File: src/rtl/core/kdds_pkg.sv
// Shared types and constants of the keypad DDS waveform generator.
package kdds_pkg;

  typedef enum logic [1:0] {
    WAVE_SQUARE = 2'd0,
    WAVE_SINE   = 2'd1,
    WAVE_TRI    = 2'd2,
    WAVE_SAW    = 2'd3
  } wave_t;

  typedef struct packed {
    wave_t wave;
    logic  sq_hi;
  } tick_ctl_t;

  localparam int unsigned SAMPLE_W   = 12;
  localparam int unsigned FULL_W     = 12;
  localparam int unsigned PEAK_W     = 11;
  localparam int unsigned OFFS_W     = 12;
  localparam int unsigned CFG_IDX_W  = 2;
  localparam int unsigned CFG_DATA_W = 12;
  localparam int unsigned KEY_W      = 4;
  localparam int unsigned FREQ_W     = 3;
  localparam int unsigned DUTY_W     = 4;
  localparam int unsigned DUTY_DIV   = 10;
  localparam int unsigned JQ_DEPTH   = 4;
  localparam int unsigned OQ_DEPTH   = 16;

  localparam logic [CFG_IDX_W-1:0] CFG_FULL_SCALE  = 2'd0;
  localparam logic [CFG_IDX_W-1:0] CFG_SINE_PEAK   = 2'd1;
  localparam logic [CFG_IDX_W-1:0] CFG_SINE_OFFSET = 2'd2;

  localparam logic [FULL_W-1:0] FULL_SCALE_RST  = 12'd4095;
  localparam logic [PEAK_W-1:0] SINE_PEAK_RST   = 11'd2047;
  localparam logic [OFFS_W-1:0] SINE_OFFSET_RST = 12'd2048;

  localparam logic OP_TICK = 1'b0;
  localparam logic OP_KEY  = 1'b1;

  localparam logic [KEY_W-1:0] KEY_DUTY_RST = 4'd0;
  localparam logic [KEY_W-1:0] KEY_FREQ_LO  = 4'd1;
  localparam logic [KEY_W-1:0] KEY_FREQ_HI  = 4'd5;
  localparam logic [KEY_W-1:0] KEY_SINE     = 4'd6;
  localparam logic [KEY_W-1:0] KEY_TRI      = 4'd7;
  localparam logic [KEY_W-1:0] KEY_SAW      = 4'd8;
  localparam logic [KEY_W-1:0] KEY_SQUARE   = 4'd9;
  localparam logic [KEY_W-1:0] KEY_DUTY_DN  = 4'd10;
  localparam logic [KEY_W-1:0] KEY_DUTY_UP  = 4'd11;

  localparam logic [FREQ_W-1:0] FREQ_RST     = 3'd1;
  localparam logic [DUTY_W-1:0] DUTY_DEFAULT = 4'd4;

  // Q1.15 polynomial sine coefficients
  localparam logic [11:0] SIN_C1   = 12'd2320;
  localparam logic [14:0] SIN_C2   = 15'd21024;
  localparam logic [15:0] SIN_C3   = 16'd51472;
  localparam logic [15:0] Q15_ONE  = 16'd32768;
  localparam logic [14:0] Q15_MAX  = 15'd32767;

endpackage

File: src/rtl/core/kdds_fifo.sv
// Small register-based FIFO used for the job queue and the result queue.
module kdds_fifo #(
  parameter int unsigned WIDTH = 8,
  parameter int unsigned DEPTH = 4,
  localparam int unsigned AW = $clog2(DEPTH),
  localparam int unsigned CW = $clog2(DEPTH + 1)
) (
  input  logic             clk,
  input  logic             rst_n,
  input  logic             push,
  input  logic [WIDTH-1:0] wdata,
  input  logic             pop,
  output logic [WIDTH-1:0] rdata,
  output logic             full,
  output logic             empty,
  output logic [CW-1:0]    count
);

  logic [WIDTH-1:0] mem_r [DEPTH];
  logic [AW-1:0]    wptr_r, wptr_nxt;
  logic [AW-1:0]    rptr_r, rptr_nxt;
  logic [CW-1:0]    cnt_r, cnt_nxt;
  logic             do_push, do_pop;

  always_comb begin
    full     = (cnt_r == CW'(DEPTH));
    empty    = (cnt_r == '0);
    count    = cnt_r;
    rdata    = mem_r[rptr_r];
    do_push  = push && !full;
    do_pop   = pop && !empty;
    wptr_nxt = wptr_r;
    rptr_nxt = rptr_r;
    if (do_push) begin
      wptr_nxt = (wptr_r == AW'(DEPTH - 1)) ? '0 : wptr_r + AW'(1);
    end
    if (do_pop) begin
      rptr_nxt = (rptr_r == AW'(DEPTH - 1)) ? '0 : rptr_r + AW'(1);
    end
    cnt_nxt = cnt_r + CW'(do_push) - CW'(do_pop);
  end

  always_ff @(posedge clk) begin
    if (!rst_n) begin
      wptr_r <= '0;
      rptr_r <= '0;
      cnt_r  <= '0;
    end else begin
      wptr_r <= wptr_nxt;
      rptr_r <= rptr_nxt;
      cnt_r  <= cnt_nxt;
    end
  end

  always_ff @(posedge clk) begin
    if (do_push) begin
      mem_r[wptr_r] <= wdata;
    end
  end

endmodule

File: src/rtl/core/kdds_front.sv
// Front end: key decode, generator state and phase accumulator, tick job issue.
module kdds_front #(
  parameter int unsigned TABLE_SIZE = 256,
  parameter int unsigned DUTY_STEPS = 9,
  localparam int unsigned IDX_W = $clog2(TABLE_SIZE)
) (
  input  logic                             clk,
  input  logic                             rst_n,
  input  logic                             item_vld,
  input  logic                             operation,
  input  logic [kdds_pkg::KEY_W-1:0]       key,
  output logic                             job_push,
  output kdds_pkg::tick_ctl_t              job_ctl,
  output logic [IDX_W-1:0]                 job_idx
);

  localparam int unsigned TW = IDX_W + 1;

  // square high while index <= ((duty+1)*N)/10
  localparam logic [TW-1:0] DUTY_THR [16] = '{
    TW'((1 * TABLE_SIZE) / kdds_pkg::DUTY_DIV),
    TW'((2 * TABLE_SIZE) / kdds_pkg::DUTY_DIV),
    TW'((3 * TABLE_SIZE) / kdds_pkg::DUTY_DIV),
    TW'((4 * TABLE_SIZE) / kdds_pkg::DUTY_DIV),
    TW'((5 * TABLE_SIZE) / kdds_pkg::DUTY_DIV),
    TW'((6 * TABLE_SIZE) / kdds_pkg::DUTY_DIV),
    TW'((7 * TABLE_SIZE) / kdds_pkg::DUTY_DIV),
    TW'((8 * TABLE_SIZE) / kdds_pkg::DUTY_DIV),
    TW'((9 * TABLE_SIZE) / kdds_pkg::DUTY_DIV),
    TW'((10 * TABLE_SIZE) / kdds_pkg::DUTY_DIV),
    TW'(TABLE_SIZE), TW'(TABLE_SIZE), TW'(TABLE_SIZE),
    TW'(TABLE_SIZE), TW'(TABLE_SIZE), TW'(TABLE_SIZE)
  };

  kdds_pkg::wave_t                  wave_r, wave_nxt;
  logic [kdds_pkg::FREQ_W-1:0]      freq_r, freq_nxt;
  logic [kdds_pkg::DUTY_W-1:0]      duty_r, duty_nxt;
  logic [IDX_W-1:0]                 idx_r, idx_nxt;
  logic [TW-1:0]                    step_sum;
  logic                             is_sq;

  always_comb begin
    wave_nxt      = wave_r;
    freq_nxt      = freq_r;
    duty_nxt      = duty_r;
    idx_nxt       = idx_r;
    job_push      = 1'b0;
    is_sq         = (wave_r == kdds_pkg::WAVE_SQUARE);
    step_sum      = {1'b0, idx_r} + TW'(freq_r);
    job_ctl.wave  = wave_r;
    job_ctl.sq_hi = ({1'b0, idx_r} <= DUTY_THR[duty_r]);
    job_idx       = idx_r;
    if (item_vld) begin
      if (operation == kdds_pkg::OP_TICK) begin
        job_push = 1'b1;
        idx_nxt  = (step_sum >= TW'(TABLE_SIZE)) ? '0 : step_sum[IDX_W-1:0];
      end else if (key == kdds_pkg::KEY_DUTY_RST) begin
        if (is_sq) begin
          duty_nxt = kdds_pkg::DUTY_DEFAULT;
        end
      end else if (key >= kdds_pkg::KEY_FREQ_LO && key <= kdds_pkg::KEY_FREQ_HI) begin
        freq_nxt = key[kdds_pkg::FREQ_W-1:0];
      end else if (key == kdds_pkg::KEY_SINE) begin
        wave_nxt = kdds_pkg::WAVE_SINE;
      end else if (key == kdds_pkg::KEY_TRI) begin
        wave_nxt = kdds_pkg::WAVE_TRI;
      end else if (key == kdds_pkg::KEY_SAW) begin
        wave_nxt = kdds_pkg::WAVE_SAW;
      end else if (key == kdds_pkg::KEY_SQUARE) begin
        wave_nxt = kdds_pkg::WAVE_SQUARE;
      end else if (key == kdds_pkg::KEY_DUTY_DN) begin
        if (is_sq && duty_r != '0) begin
          duty_nxt = duty_r - 4'd1;
        end
      end else if (key == kdds_pkg::KEY_DUTY_UP) begin
        if (is_sq && ({1'b0, duty_r} + 5'd1 < 5'(DUTY_STEPS))) begin
          duty_nxt = duty_r + 4'd1;
        end
      end
    end
  end

  always_ff @(posedge clk) begin
    if (!rst_n) begin
      wave_r <= kdds_pkg::WAVE_SQUARE;
      freq_r <= kdds_pkg::FREQ_RST;
      duty_r <= kdds_pkg::DUTY_DEFAULT;
      idx_r  <= '0;
    end else begin
      wave_r <= wave_nxt;
      freq_r <= freq_nxt;
      duty_r <= duty_nxt;
      idx_r  <= idx_nxt;
    end
  end

endmodule

File: src/rtl/core/kdds_back.sv
// Back end: seven-stage sample pipeline (ramp divide, polynomial sine, scaling).
module kdds_back #(
  parameter int unsigned TABLE_SIZE  = 256,
  parameter int unsigned SAMPLE_BITS = 12,
  parameter int unsigned OUT_DEPTH   = 16,
  localparam int unsigned IDX_W = $clog2(TABLE_SIZE),
  localparam int unsigned CW    = $clog2(OUT_DEPTH + 1)
) (
  input  logic                               clk,
  input  logic                               rst_n,
  input  logic [kdds_pkg::FULL_W-1:0]        full_scale,
  input  logic [kdds_pkg::PEAK_W-1:0]        sine_peak,
  input  logic [kdds_pkg::OFFS_W-1:0]        sine_offset,
  input  logic                               job_empty,
  input  kdds_pkg::tick_ctl_t                job_ctl,
  input  logic [IDX_W-1:0]                   job_idx,
  output logic                               job_pop,
  input  logic [CW-1:0]                      oq_cnt,
  output logic                               res_vld,
  output logic [kdds_pkg::SAMPLE_W-1:0]      res_sample
);

  localparam int unsigned STAGES = 7;
  localparam int unsigned FW     = kdds_pkg::FULL_W;
  localparam int unsigned HALF   = TABLE_SIZE / 2;
  localparam int unsigned LN     = $clog2(TABLE_SIZE);
  localparam int unsigned LH     = $clog2(HALF);

  // ramp: floor(F*i/D) via exact reciprocal multiply
  localparam int unsigned RP_W = FW + IDX_W;
  localparam int unsigned RM_W = RP_W + 1;
  localparam int unsigned RQ_W = RP_W + RM_W;
  localparam logic [63:0] RM_N_64 =
    ((64'd1 << (RP_W + LN)) + 64'(TABLE_SIZE) - 64'd1) / 64'(TABLE_SIZE);
  localparam logic [63:0] RM_H_64 =
    ((64'd1 << (RP_W + LH)) + 64'(HALF) - 64'd1) / 64'(HALF);
  localparam logic [RM_W-1:0] RM_N = RM_N_64[RM_W-1:0];
  localparam logic [RM_W-1:0] RM_H = RM_H_64[RM_W-1:0];
  localparam int unsigned SH_N = RP_W + LN;
  localparam int unsigned SH_H = RP_W + LH;

  // sine phase: floor(i*2^17/N)
  localparam int unsigned PS   = IDX_W + 17;
  localparam int unsigned SM_W = PS + 1;
  localparam int unsigned PM_W = IDX_W + SM_W;
  localparam logic [63:0] SM_64 =
    ((64'd1 << (PS + LN)) + 64'(TABLE_SIZE) - 64'd1) / 64'(TABLE_SIZE);
  localparam logic [SM_W-1:0] SM = SM_64[SM_W-1:0];
  localparam int unsigned SSH = PS + LN - 17;

  localparam logic [16:0] SAT_MAX = 17'((64'd1 << SAMPLE_BITS) - 64'd1);

  logic [STAGES-1:0] vld_r, vld_nxt;
  logic [CW-1:0]     inflight;
  logic              issue;

  // stage 1
  kdds_pkg::wave_t   s1_wave_r;
  logic              s1_sqhi_r, s1_upper_r;
  logic [PM_W-1:0]   s1_pm_r;
  logic [RP_W-1:0]   s1_rp_r;
  logic              s1_upper;
  logic [IDX_W-1:0]  s1_opnd;
  // stage 2
  kdds_pkg::wave_t   s2_wave_r;
  logic              s2_sqhi_r, s2_upper_r, s2_neg_r;
  logic [15:0]       s2_xm_r, s2_x2_r;
  logic [FW-1:0]     s2_rq_r;
  logic [PM_W-1:0]   s2_u_sh;
  logic [16:0]       s2_u;
  logic [15:0]       s2_xm;
  logic [31:0]       s2_xx;
  logic [RQ_W-1:0]   s2_rprod, s2_rsh;
  // stage 3
  kdds_pkg::wave_t   s3_wave_r;
  logic              s3_sqhi_r, s3_neg_r;
  logic [15:0]       s3_xm_r, s3_x2_r;
  logic [11:0]       s3_t1_r;
  logic [FW-1:0]     s3_rv_r;
  logic [27:0]       s3_t1p;
  // stage 4
  kdds_pkg::wave_t   s4_wave_r;
  logic              s4_sqhi_r, s4_neg_r;
  logic [15:0]       s4_xm_r;
  logic [14:0]       s4_t2_r;
  logic [FW-1:0]     s4_rv_r;
  logic [14:0]       s4_a;
  logic [30:0]       s4_t2p;
  // stage 5
  kdds_pkg::wave_t   s5_wave_r;
  logic              s5_sqhi_r, s5_neg_r;
  logic [14:0]       s5_y_r;
  logic [FW-1:0]     s5_rv_r;
  logic [15:0]       s5_b;
  logic [31:0]       s5_yp;
  // stage 6
  kdds_pkg::wave_t   s6_wave_r;
  logic              s6_sqhi_r, s6_neg_r;
  logic [25:0]       s6_sp_r;
  logic [FW-1:0]     s6_rv_r;
  // stage 7
  logic [kdds_pkg::SAMPLE_W-1:0] s7_sample_r;
  logic [26:0]       s7_off;
  logic [27:0]       s7_sum;
  logic [26:0]       s7_diff;
  logic [12:0]       s7_sine, s7_val;

  always_comb begin
    inflight = CW'($countones(vld_r));
    issue    = !job_empty &&
               (({1'b0, inflight} + {1'b0, oq_cnt}) < (CW + 1)'(OUT_DEPTH));
    job_pop  = issue;
    vld_nxt  = {vld_r[STAGES-2:0], issue};
    res_vld  = vld_r[STAGES-1];
    res_sample = s7_sample_r;

    s1_upper = (job_idx >= IDX_W'(HALF));
    if (job_ctl.wave == kdds_pkg::WAVE_SAW || !s1_upper) begin
      s1_opnd = job_idx;
    end else begin
      s1_opnd = job_idx - IDX_W'(HALF);
    end

    s2_u_sh  = s1_pm_r >> SSH;
    s2_u     = s2_u_sh[16:0];
    s2_xm    = s2_u[15] ? kdds_pkg::Q15_ONE - {1'b0, s2_u[14:0]} : {1'b0, s2_u[14:0]};
    s2_xx    = 32'(s2_xm) * 32'(s2_xm);
    s2_rprod = RQ_W'(s1_rp_r) * RQ_W'((s1_wave_r == kdds_pkg::WAVE_SAW) ? RM_N : RM_H);
    s2_rsh   = (s1_wave_r == kdds_pkg::WAVE_SAW) ? (s2_rprod >> SH_N) : (s2_rprod >> SH_H);

    s3_t1p = 28'(s2_x2_r) * 28'(kdds_pkg::SIN_C1);

    s4_a   = kdds_pkg::SIN_C2 - 15'(s3_t1_r);
    s4_t2p = 31'(s4_a) * 31'(s3_x2_r);

    s5_b  = kdds_pkg::SIN_C3 - 16'(s4_t2_r);
    s5_yp = 32'(s5_b) * 32'(s4_xm_r);

    s7_off  = {sine_offset, 15'd0};
    s7_sum  = 28'(s7_off) + 28'(s6_sp_r);
    s7_diff = s7_off - 27'(s6_sp_r);
    if (!s6_neg_r) begin
      s7_sine = s7_sum[27:15];
    end else if (s7_off >= 27'(s6_sp_r)) begin
      s7_sine = {1'b0, s7_diff[26:15]};
    end else begin
      s7_sine = '0;
    end
    case (s6_wave_r)
      kdds_pkg::WAVE_SQUARE: s7_val = s6_sqhi_r ? {1'b0, full_scale} : '0;
      kdds_pkg::WAVE_SINE:   s7_val = s7_sine;
      default:               s7_val = {1'b0, s6_rv_r};
    endcase
  end

  always_ff @(posedge clk) begin
    if (!rst_n) begin
      vld_r <= '0;
    end else begin
      vld_r <= vld_nxt;
    end
  end

  always_ff @(posedge clk) begin
    s1_wave_r  <= job_ctl.wave;
    s1_sqhi_r  <= job_ctl.sq_hi;
    s1_upper_r <= s1_upper;
    s1_pm_r    <= PM_W'(job_idx) * PM_W'(SM);
    s1_rp_r    <= RP_W'(full_scale) * RP_W'(s1_opnd);

    s2_wave_r  <= s1_wave_r;
    s2_sqhi_r  <= s1_sqhi_r;
    s2_upper_r <= s1_upper_r;
    s2_neg_r   <= s2_u[16];
    s2_xm_r    <= s2_xm;
    s2_x2_r    <= s2_xx[30:15];
    s2_rq_r    <= s2_rsh[FW-1:0];

    s3_wave_r  <= s2_wave_r;
    s3_sqhi_r  <= s2_sqhi_r;
    s3_neg_r   <= s2_neg_r;
    s3_xm_r    <= s2_xm_r;
    s3_x2_r    <= s2_x2_r;
    s3_t1_r    <= s3_t1p[26:15];
    s3_rv_r    <= (s2_wave_r == kdds_pkg::WAVE_TRI && s2_upper_r) ?
                  full_scale - s2_rq_r : s2_rq_r;

    s4_wave_r  <= s3_wave_r;
    s4_sqhi_r  <= s3_sqhi_r;
    s4_neg_r   <= s3_neg_r;
    s4_xm_r    <= s3_xm_r;
    s4_t2_r    <= s4_t2p[29:15];
    s4_rv_r    <= s3_rv_r;

    s5_wave_r  <= s4_wave_r;
    s5_sqhi_r  <= s4_sqhi_r;
    s5_neg_r   <= s4_neg_r;
    s5_y_r     <= (s5_yp[31:15] > 17'(kdds_pkg::Q15_MAX)) ? kdds_pkg::Q15_MAX :
                  s5_yp[29:15];
    s5_rv_r    <= s4_rv_r;

    s6_wave_r  <= s5_wave_r;
    s6_sqhi_r  <= s5_sqhi_r;
    s6_neg_r   <= s5_neg_r;
    s6_sp_r    <= 26'(sine_peak) * 26'(s5_y_r);
    s6_rv_r    <= s5_rv_r;

    s7_sample_r <= (17'(s7_val) > SAT_MAX) ? SAT_MAX[kdds_pkg::SAMPLE_W-1:0] :
                   s7_val[kdds_pkg::SAMPLE_W-1:0];
  end

endmodule

File: src/rtl/core/keypad_dds_waveform_generator_top.sv
// Top level of the keypad DDS waveform generator: config registers, queues, front and back.
//
//  channel  | ports                          | transaction when
//  ---------+--------------------------------+---------------------------
//  input    | in_push/in_full, in_operation, | in_push && !in_full
//           | in_key                         |
//  result   | out_empty/out_pop, out_sample  | out_pop && !out_empty
//  config   | cfg_we, cfg_idx, cfg_data      | cfg_we
//
// One input transaction per cycle while !in_full; a tick yields a sample, a key press none.
// The back end is a 7-stage pipeline; it issues only while the 16-entry result queue
// has room for everything in flight, so a stalled consumer backs up into the 4-entry
// job queue and then raises in_full.
// Reset (rst_n low, synchronous) empties both queues and restores registers and state.
module keypad_dds_waveform_generator_top #(
  parameter int unsigned TABLE_SIZE  = 256,
  parameter int unsigned DUTY_STEPS  = 9,
  parameter int unsigned SAMPLE_BITS = 12
) (
  input  logic                                 clk,
  input  logic                                 rst_n,
  input  logic                                 cfg_we,
  input  logic [kdds_pkg::CFG_IDX_W-1:0]       cfg_idx,
  input  logic [kdds_pkg::CFG_DATA_W-1:0]      cfg_data,
  input  logic                                 in_push,
  output logic                                 in_full,
  input  logic                                 in_operation,
  input  logic [kdds_pkg::KEY_W-1:0]           in_key,
  output logic                                 out_empty,
  input  logic                                 out_pop,
  output logic [kdds_pkg::SAMPLE_W-1:0]        out_sample
);

  localparam int unsigned IDX_W = $clog2(TABLE_SIZE);
  localparam int unsigned CTL_W = $bits(kdds_pkg::tick_ctl_t);
  localparam int unsigned JW    = CTL_W + IDX_W;
  localparam int unsigned OCW   = $clog2(kdds_pkg::OQ_DEPTH + 1);
  localparam int unsigned JCW   = $clog2(kdds_pkg::JQ_DEPTH + 1);

  logic [kdds_pkg::FULL_W-1:0] full_scale_r;
  logic [kdds_pkg::PEAK_W-1:0] sine_peak_r;
  logic [kdds_pkg::OFFS_W-1:0] sine_offset_r;

  logic                    in_acc;
  logic                    job_push;
  kdds_pkg::tick_ctl_t     job_ctl;
  logic [IDX_W-1:0]        job_idx;
  logic [JW-1:0]           jq_rdata;
  logic                    jq_empty, jq_pop;
  logic [JCW-1:0]          jq_cnt;
  kdds_pkg::tick_ctl_t     jq_ctl;
  logic [IDX_W-1:0]        jq_idx;
  logic                    res_vld;
  logic [kdds_pkg::SAMPLE_W-1:0] res_sample;
  logic                    oq_full;
  logic [OCW-1:0]          oq_cnt;

  always_ff @(posedge clk) begin
    if (!rst_n) begin
      full_scale_r  <= kdds_pkg::FULL_SCALE_RST;
      sine_peak_r   <= kdds_pkg::SINE_PEAK_RST;
      sine_offset_r <= kdds_pkg::SINE_OFFSET_RST;
    end else if (cfg_we) begin
      case (cfg_idx)
        kdds_pkg::CFG_FULL_SCALE:  full_scale_r  <= cfg_data[kdds_pkg::FULL_W-1:0];
        kdds_pkg::CFG_SINE_PEAK:   sine_peak_r   <= cfg_data[kdds_pkg::PEAK_W-1:0];
        kdds_pkg::CFG_SINE_OFFSET: sine_offset_r <= cfg_data[kdds_pkg::OFFS_W-1:0];
        default: ;
      endcase
    end
  end

  assign in_acc = in_push && !in_full;
  assign jq_ctl = kdds_pkg::tick_ctl_t'(jq_rdata[JW-1:IDX_W]);
  assign jq_idx = jq_rdata[IDX_W-1:0];

  kdds_front #(
    .TABLE_SIZE (TABLE_SIZE),
    .DUTY_STEPS (DUTY_STEPS)
  ) u_front (
    .clk       (clk),
    .rst_n     (rst_n),
    .item_vld  (in_acc),
    .operation (in_operation),
    .key       (in_key),
    .job_push  (job_push),
    .job_ctl   (job_ctl),
    .job_idx   (job_idx)
  );

  kdds_fifo #(
    .WIDTH (JW),
    .DEPTH (kdds_pkg::JQ_DEPTH)
  ) u_job_q (
    .clk   (clk),
    .rst_n (rst_n),
    .push  (job_push),
    .wdata ({job_ctl, job_idx}),
    .pop   (jq_pop),
    .rdata (jq_rdata),
    .full  (in_full),
    .empty (jq_empty),
    .count (jq_cnt)
  );

  kdds_back #(
    .TABLE_SIZE  (TABLE_SIZE),
    .SAMPLE_BITS (SAMPLE_BITS),
    .OUT_DEPTH   (kdds_pkg::OQ_DEPTH)
  ) u_back (
    .clk         (clk),
    .rst_n       (rst_n),
    .full_scale  (full_scale_r),
    .sine_peak   (sine_peak_r),
    .sine_offset (sine_offset_r),
    .job_empty   (jq_empty),
    .job_ctl     (jq_ctl),
    .job_idx     (jq_idx),
    .job_pop     (jq_pop),
    .oq_cnt      (oq_cnt),
    .res_vld     (res_vld),
    .res_sample  (res_sample)
  );

  kdds_fifo #(
    .WIDTH (kdds_pkg::SAMPLE_W),
    .DEPTH (kdds_pkg::OQ_DEPTH)
  ) u_out_q (
    .clk   (clk),
    .rst_n (rst_n),
    .push  (res_vld),
    .wdata (res_sample),
    .pop   (out_pop),
    .rdata (out_sample),
    .full  (oq_full),
    .empty (out_empty),
    .count (oq_cnt)
  );

  a_no_oq_overflow: assert property (@(posedge clk) disable iff (!rst_n)
    res_vld |-> !oq_full)
    else $error("result pushed into full result queue");

  a_pop_needs_job: assert property (@(posedge clk) disable iff (!rst_n)
    jq_pop |-> !jq_empty)
    else $error("back end issued from empty job queue");

  a_key_no_job: assert property (@(posedge clk) disable iff (!rst_n)
    (in_acc && in_operation == kdds_pkg::OP_KEY) |-> !job_push)
    else $error("key press produced a sample job");

  a_jq_bound: assert property (@(posedge clk) disable iff (!rst_n)
    jq_cnt <= JCW'(kdds_pkg::JQ_DEPTH))
    else $error("job queue count out of range");

  a_reset_empty: assert property (@(posedge clk)
    $past(!rst_n) |-> (out_empty && !in_full))
    else $error("queues not empty after reset");

endmodule
File: config.mk
export PLATFORM = sky130hd
export DESIGN_NAME = keypad_dds_waveform_generator_top
export DESIGN_NICKNAME = d
export VERILOG_FILES = /design/src/rtl/core/kdds_pkg.sv /design/src/rtl/core/kdds_fifo.sv /design/src/rtl/core/kdds_front.sv /design/src/rtl/core/kdds_back.sv /design/src/rtl/core/keypad_dds_waveform_generator_top.sv
export SDC_FILE = /design/constraint.sdc
export NUM_CORES = 2
export LEC_CHECK = 0
export BUFFER_PORTS_ARGS = -buffer_cell sky130_fd_sc_hd__buf_2
export CAP_MARGIN = 30
export CORE_UTILIZATION = 65
export DETAILED_ROUTE_END_ITERATION = 7
export PLACE_DENSITY = 0.82
export SYNTH_ARGS = -nofsm -noshare
export SYNTH_HDL_FRONTEND = slang
export SYNTH_SLANG_ARGS = --single-unit
File: constraint.sdc
create_clock -name clk -period 9.7 [get_ports clk]
set_input_delay 0.485 -clock clk [delete_from_list [all_inputs] [get_ports clk]]
set_output_delay 0.485 -clock clk [all_outputs]
set_load 0.005 [all_outputs]
==> flow_metrics.env <==
export IMPL_nNetsFinal=4556
export IMPL_cts_root_buf="clkbuf_16"
export IMPL_finish_utilization_pct=70.83
export IMPL_synth_area_sq_um=39900
export IMPL_min_period_ps=7728
export IMPL_r2r_cells=25
export IMPL_dpl_hpwl_um=61730
export IMPL_first_iter_violations=1908
export IMPL_cts_buffer_depth=3
export IMPL_grt_busiest_layer="met2"
export IMPL_clock_skew_final_ps=22.19
export IMPL_critPathSlowestCell="xor2_1"
export IMPL_die_area_sq_um=62380
export IMPL_grt_pass1_vias=27500
export IMPL_htreeDepth=2
export IMPL_cts_tree="built"
export IMPL_gp_congestion=0.9073
export IMPL_overflow=0
export IMPL_yosysUniqueCellTypes=75
export IMPL_synth_fa_ha_area_share_pct=33.33
export IMPL_yosysSeqAreaShare_pct=33.51
export IMPL_ant_nets=0
export IMPL_num_rows=90
export IMPL_synth_simple_area_share_pct=13.49
export IMPL_start_kind="register"
export IMPL_min_path_cells=3
export IMPL_reg2reg_slack_ps=1970
export IMPL_via_per_inst=5.775
export IMPL_portBuffers=37
export IMPL_clock_fmax_mhz=129.4
export IMPL_hold_viol=0
export IMPL_clk_pin_slew_ps=60
export IMPL_rsz0062_at_grt="no"
export IMPL_drive_above_1_share_pct=6.914
export IMPL_post_cts_resized=0
export IMPL_firstDrtPassIters=6
export IMPL_use_met2_pct=47.83
export IMPL_finalSetupTns_ps=0
export IMPL_synth_compound_area_share_pct=5.164
export IMPL_synth_edff_count=236
export IMPL_start_util_pct=65.99
export IMPL_synth_warning_count=0
export IMPL_slew_headroom_pct=32.97
export IMPL_ys_seq_elements=550
export IMPL_critical_path_max_stage_delay_ps=750
export IMPL_critPathBufInv=2
export IMPL_slew_violations=0
export IMPL_postRouteWirelength_um=86530
export IMPL_cts_sinks=550
export IMPL_die_y_um=249.8
export IMPL_vias=26190
export IMPL_arrival_ps=8230
export IMPL_grt_pass1_wl_um=141100
export IMPL_finalCritPeriodShare_pct=79.67
export IMPL_antenna_found_initial=14
export IMPL_wire_per_inst_um=19.08
export IMPL_core_area_sq_um=60470
export IMPL_drcViolationCount=0
export IMPL_syn_inst=3709
export IMPL_critPathMaxFanout=13
export IMPL_ios=38
export IMPL_grt_use_met1_pct=37.28
export IMPL_grt_max_degree=73
export IMPL_min_to="full_scale_r[2]"
export IMPL_end_kind="register"
export IMPL_synth_mux_area_share_pct=4.835
export IMPL_clk_insertion_delay_late_ps=620
export IMPL_worst_ep_required_time_ps=10200
export IMPL_use_met3_pct=6.122
export IMPL_tightest_slew_ps=1002
export IMPL_fillers=4060
export IMPL_worstSetupPathType="register to register"
export IMPL_postCtsSetupBuffers=0
export IMPL_critical_path_reg2reg_endpoint="u_back.s4_t2_r[14]"
export IMPL_crit_family="adder cells"
export IMPL_cts_made_buffers=54
export IMPL_maxCapViolCount=0
export IMPL_grt_usage_pct=28.72
export IMPL_hold_path_class="primary input to register"
export IMPL_synth_ff_type="dfxtp_1"
export IMPL_cp_common_cell="fa_1"
export IMPL_synth_xor_area_share_pct=3.249
export IMPL_min_delay_start="cfg_data[2]"
export IMPL_dieWidth_um=249.8
export IMPL_syn_to_final_growth_pct=7.344
export IMPL_synth_top_family_by_area="adder cells"
export IMPL_hold_buffers=0
export IMPL_reg2reg_from="u_back.s3_t1_r[0]"
export IMPL_syn_avg_cell_area_sq_um=10.76
export IMPL_setup_viol=0
export IMPL_synth_async_reset_ratio_pct=0
export IMPL_status="completed"
-- sequential cells by signal, summed over array words and instances (netlist names), 12 cells and up, named ones only --
signal,count
sine_offset_r,12
u_back.s4_t2_r,15
full_scale_r,12
u_back.s2_x2_r,12
u_back.s6_rv_r,12
u_out_q.mem_r,192
u_back.s3_t1_r,12
u_back.s1_rp_r,13
u_back.res_sample,12
u_back.s5_y_r,15
u_back.s2_rq_r,12
u_back.s6_sp_r,26
u_back.s4_rv_r,12
u_back.s3_x2_r,12
u_back.s5_rv_r,12
u_job_q.mem_r,44
u_back.s3_rv_r,12
-- how the worst max path moves through the flow --
stage,endpoint,cells past startpoint,slack (ps),start
floorplan,u_back.s5_y_r[0],28,2990,u_back.s4_t2_r[0]
global placement,u_back.s4_t2_r[14],25,2340,u_back.s3_t1_r[0]
detailed placement,u_back.s4_t2_r[14],25,2090,u_back.s3_t1_r[0]
CTS,u_back.s4_t2_r[14],25,2010,u_back.s3_t1_r[0]
global route,u_back.s4_t2_r[14],25,1500,u_back.s3_t1_r[0]
finish,u_back.s4_t2_r[14],25,1970,u_back.s3_t1_r[0]
-- through the flow --
step	cell area, sq um	worst slack, ps	std cells	hold slack (ps)
CTS	42790	2012	4527	97.12
global route	42820	1501	4530	129.2
global placement	40810	2343	4425	310.2
floorplan	39910	2994	3711	309.6
finish	42830	1972	4536	125.0
detailed placement	40830	2092	4427	312.1
-- worst register-to-register path, cell delays in order, from the launching register on --
cell and delay (ps):
dfxtp_1 570, inv_1 120, ha_1 250, nand2_1 90
o21ai_0 160, nand2_1 130, xor2_1 750, nand2_1 190
fa_1 600, fa_1 440, fa_1 510, inv_1 60
fa_1 500, fa_1 510, fa_1 430, ha_1 350
a21o_1 190, a21oi_1 140, nor2_1 50, o21ai_0 170
a21oi_1 110, a221o_1 430, a211o_1 320, a21oi_1 280
o21bai_1 130, xnor2_1 130
-- cells in the final DEF (no fill, tap or decap), types with 11 or more instances in the layout --
| cell | instances |
|---|---|
| o21ai_0 | 33 |
| inv_1 | 549 |
| edfxtp_1 | 236 |
| mux4_2 | 72 |
| fa_1 | 388 |
| and2_1 | 266 |
| clkbuf_16 | 55 |
| nand3_1 | 46 |
| nand2b_1 | 39 |
| nand4_1 | 13 |
| a21o_1 | 30 |
| and3_1 | 14 |
| buf_2 | 38 |
| xnor2_1 | 99 |
| nand2_1 | 403 |
| a21oi_1 | 90 |
| xor2_1 | 49 |
| a21boi_0 | 13 |
| buf_4 | 26 |
| o21ai_1 | 32 |
| ha_1 | 442 |
| mux2_2 | 14 |
| bufinv_16 | 11 |
| nor2b_1 | 71 |
| mux2i_1 | 15 |
| o21a_1 | 13 |
| dfxtp_1 | 312 |
| nor3_1 | 35 |
| o21bai_1 | 16 |
| nor2_1 | 139 |
| clkbuf_1 | 11 |
-- routing by layer --
metal	share of wire (%)	up-vias
li1	-	12080
met1	40	12920
met2	48	958
met3	8.0	222
met4	3.6	10
met5	0.073	-
-- area by class of cell --
class / count / area [sq um] / area share, %
diodes: 8 / 20.02 / 0.04674
inverters: 550 / 2066 / 4.823
multi-input cells: 2480 / 24000 / 56.04
clock inverters: 29 / 479.2 / 1.119
flip-flops and latches: 550 / 13380 / 31.23
clock buffers: 71 / 1486 / 3.470
repair buffers: 66 / 420.4 / 0.9815
well taps: 782 / 978.4 / 2.284
-- synth_stat cells, types with 15 or more instances --
cell | count | area [sq um]
o21ai_1 | 32 | 160.2
inv_1 | 549 | 2061
xnor2_1 | 99 | 867.1
nand2_1 | 403 | 1513
mux4_2 | 72 | 1622
xor2_1 | 49 | 429.2
nor2_1 | 139 | 521.8
ha_1 | 442 | 5530
a21o_1 | 30 | 225.2
nand3_1 | 46 | 230.2
o21bai_1 | 16 | 120.1
edfxtp_1 | 236 | 7087
dfxtp_1 | 314 | 6286
nor2b_1 | 71 | 444.2
nand2b_1 | 39 | 244.0
a21oi_1 | 90 | 450.4
fa_1 | 388 | 7767
clkbuf_1 | 117 | 439.2
nor3_1 | 39 | 195.2
mux2i_1 | 15 | 150.1
and2_1 | 266 | 1664
o21ai_0 | 33 | 165.2
-- cell families after synthesis --
| group | count (synthesis) |
|---|---|
| buffers and inverters | 681 |
| flip-flops | 550 |
| other | 1 |
| XOR/XNOR | 148 |
| multiplexers | 101 |
| AO/OA/AOI/OAI | 316 |
| AND/OR/NAND/NOR | 1082 |
| adder cells (fa/ha/maj) | 830 |
Power is left out: the tool's default activity adds up to more than one toggle a clock period on the data nets, which glitch-free logic cannot reach.
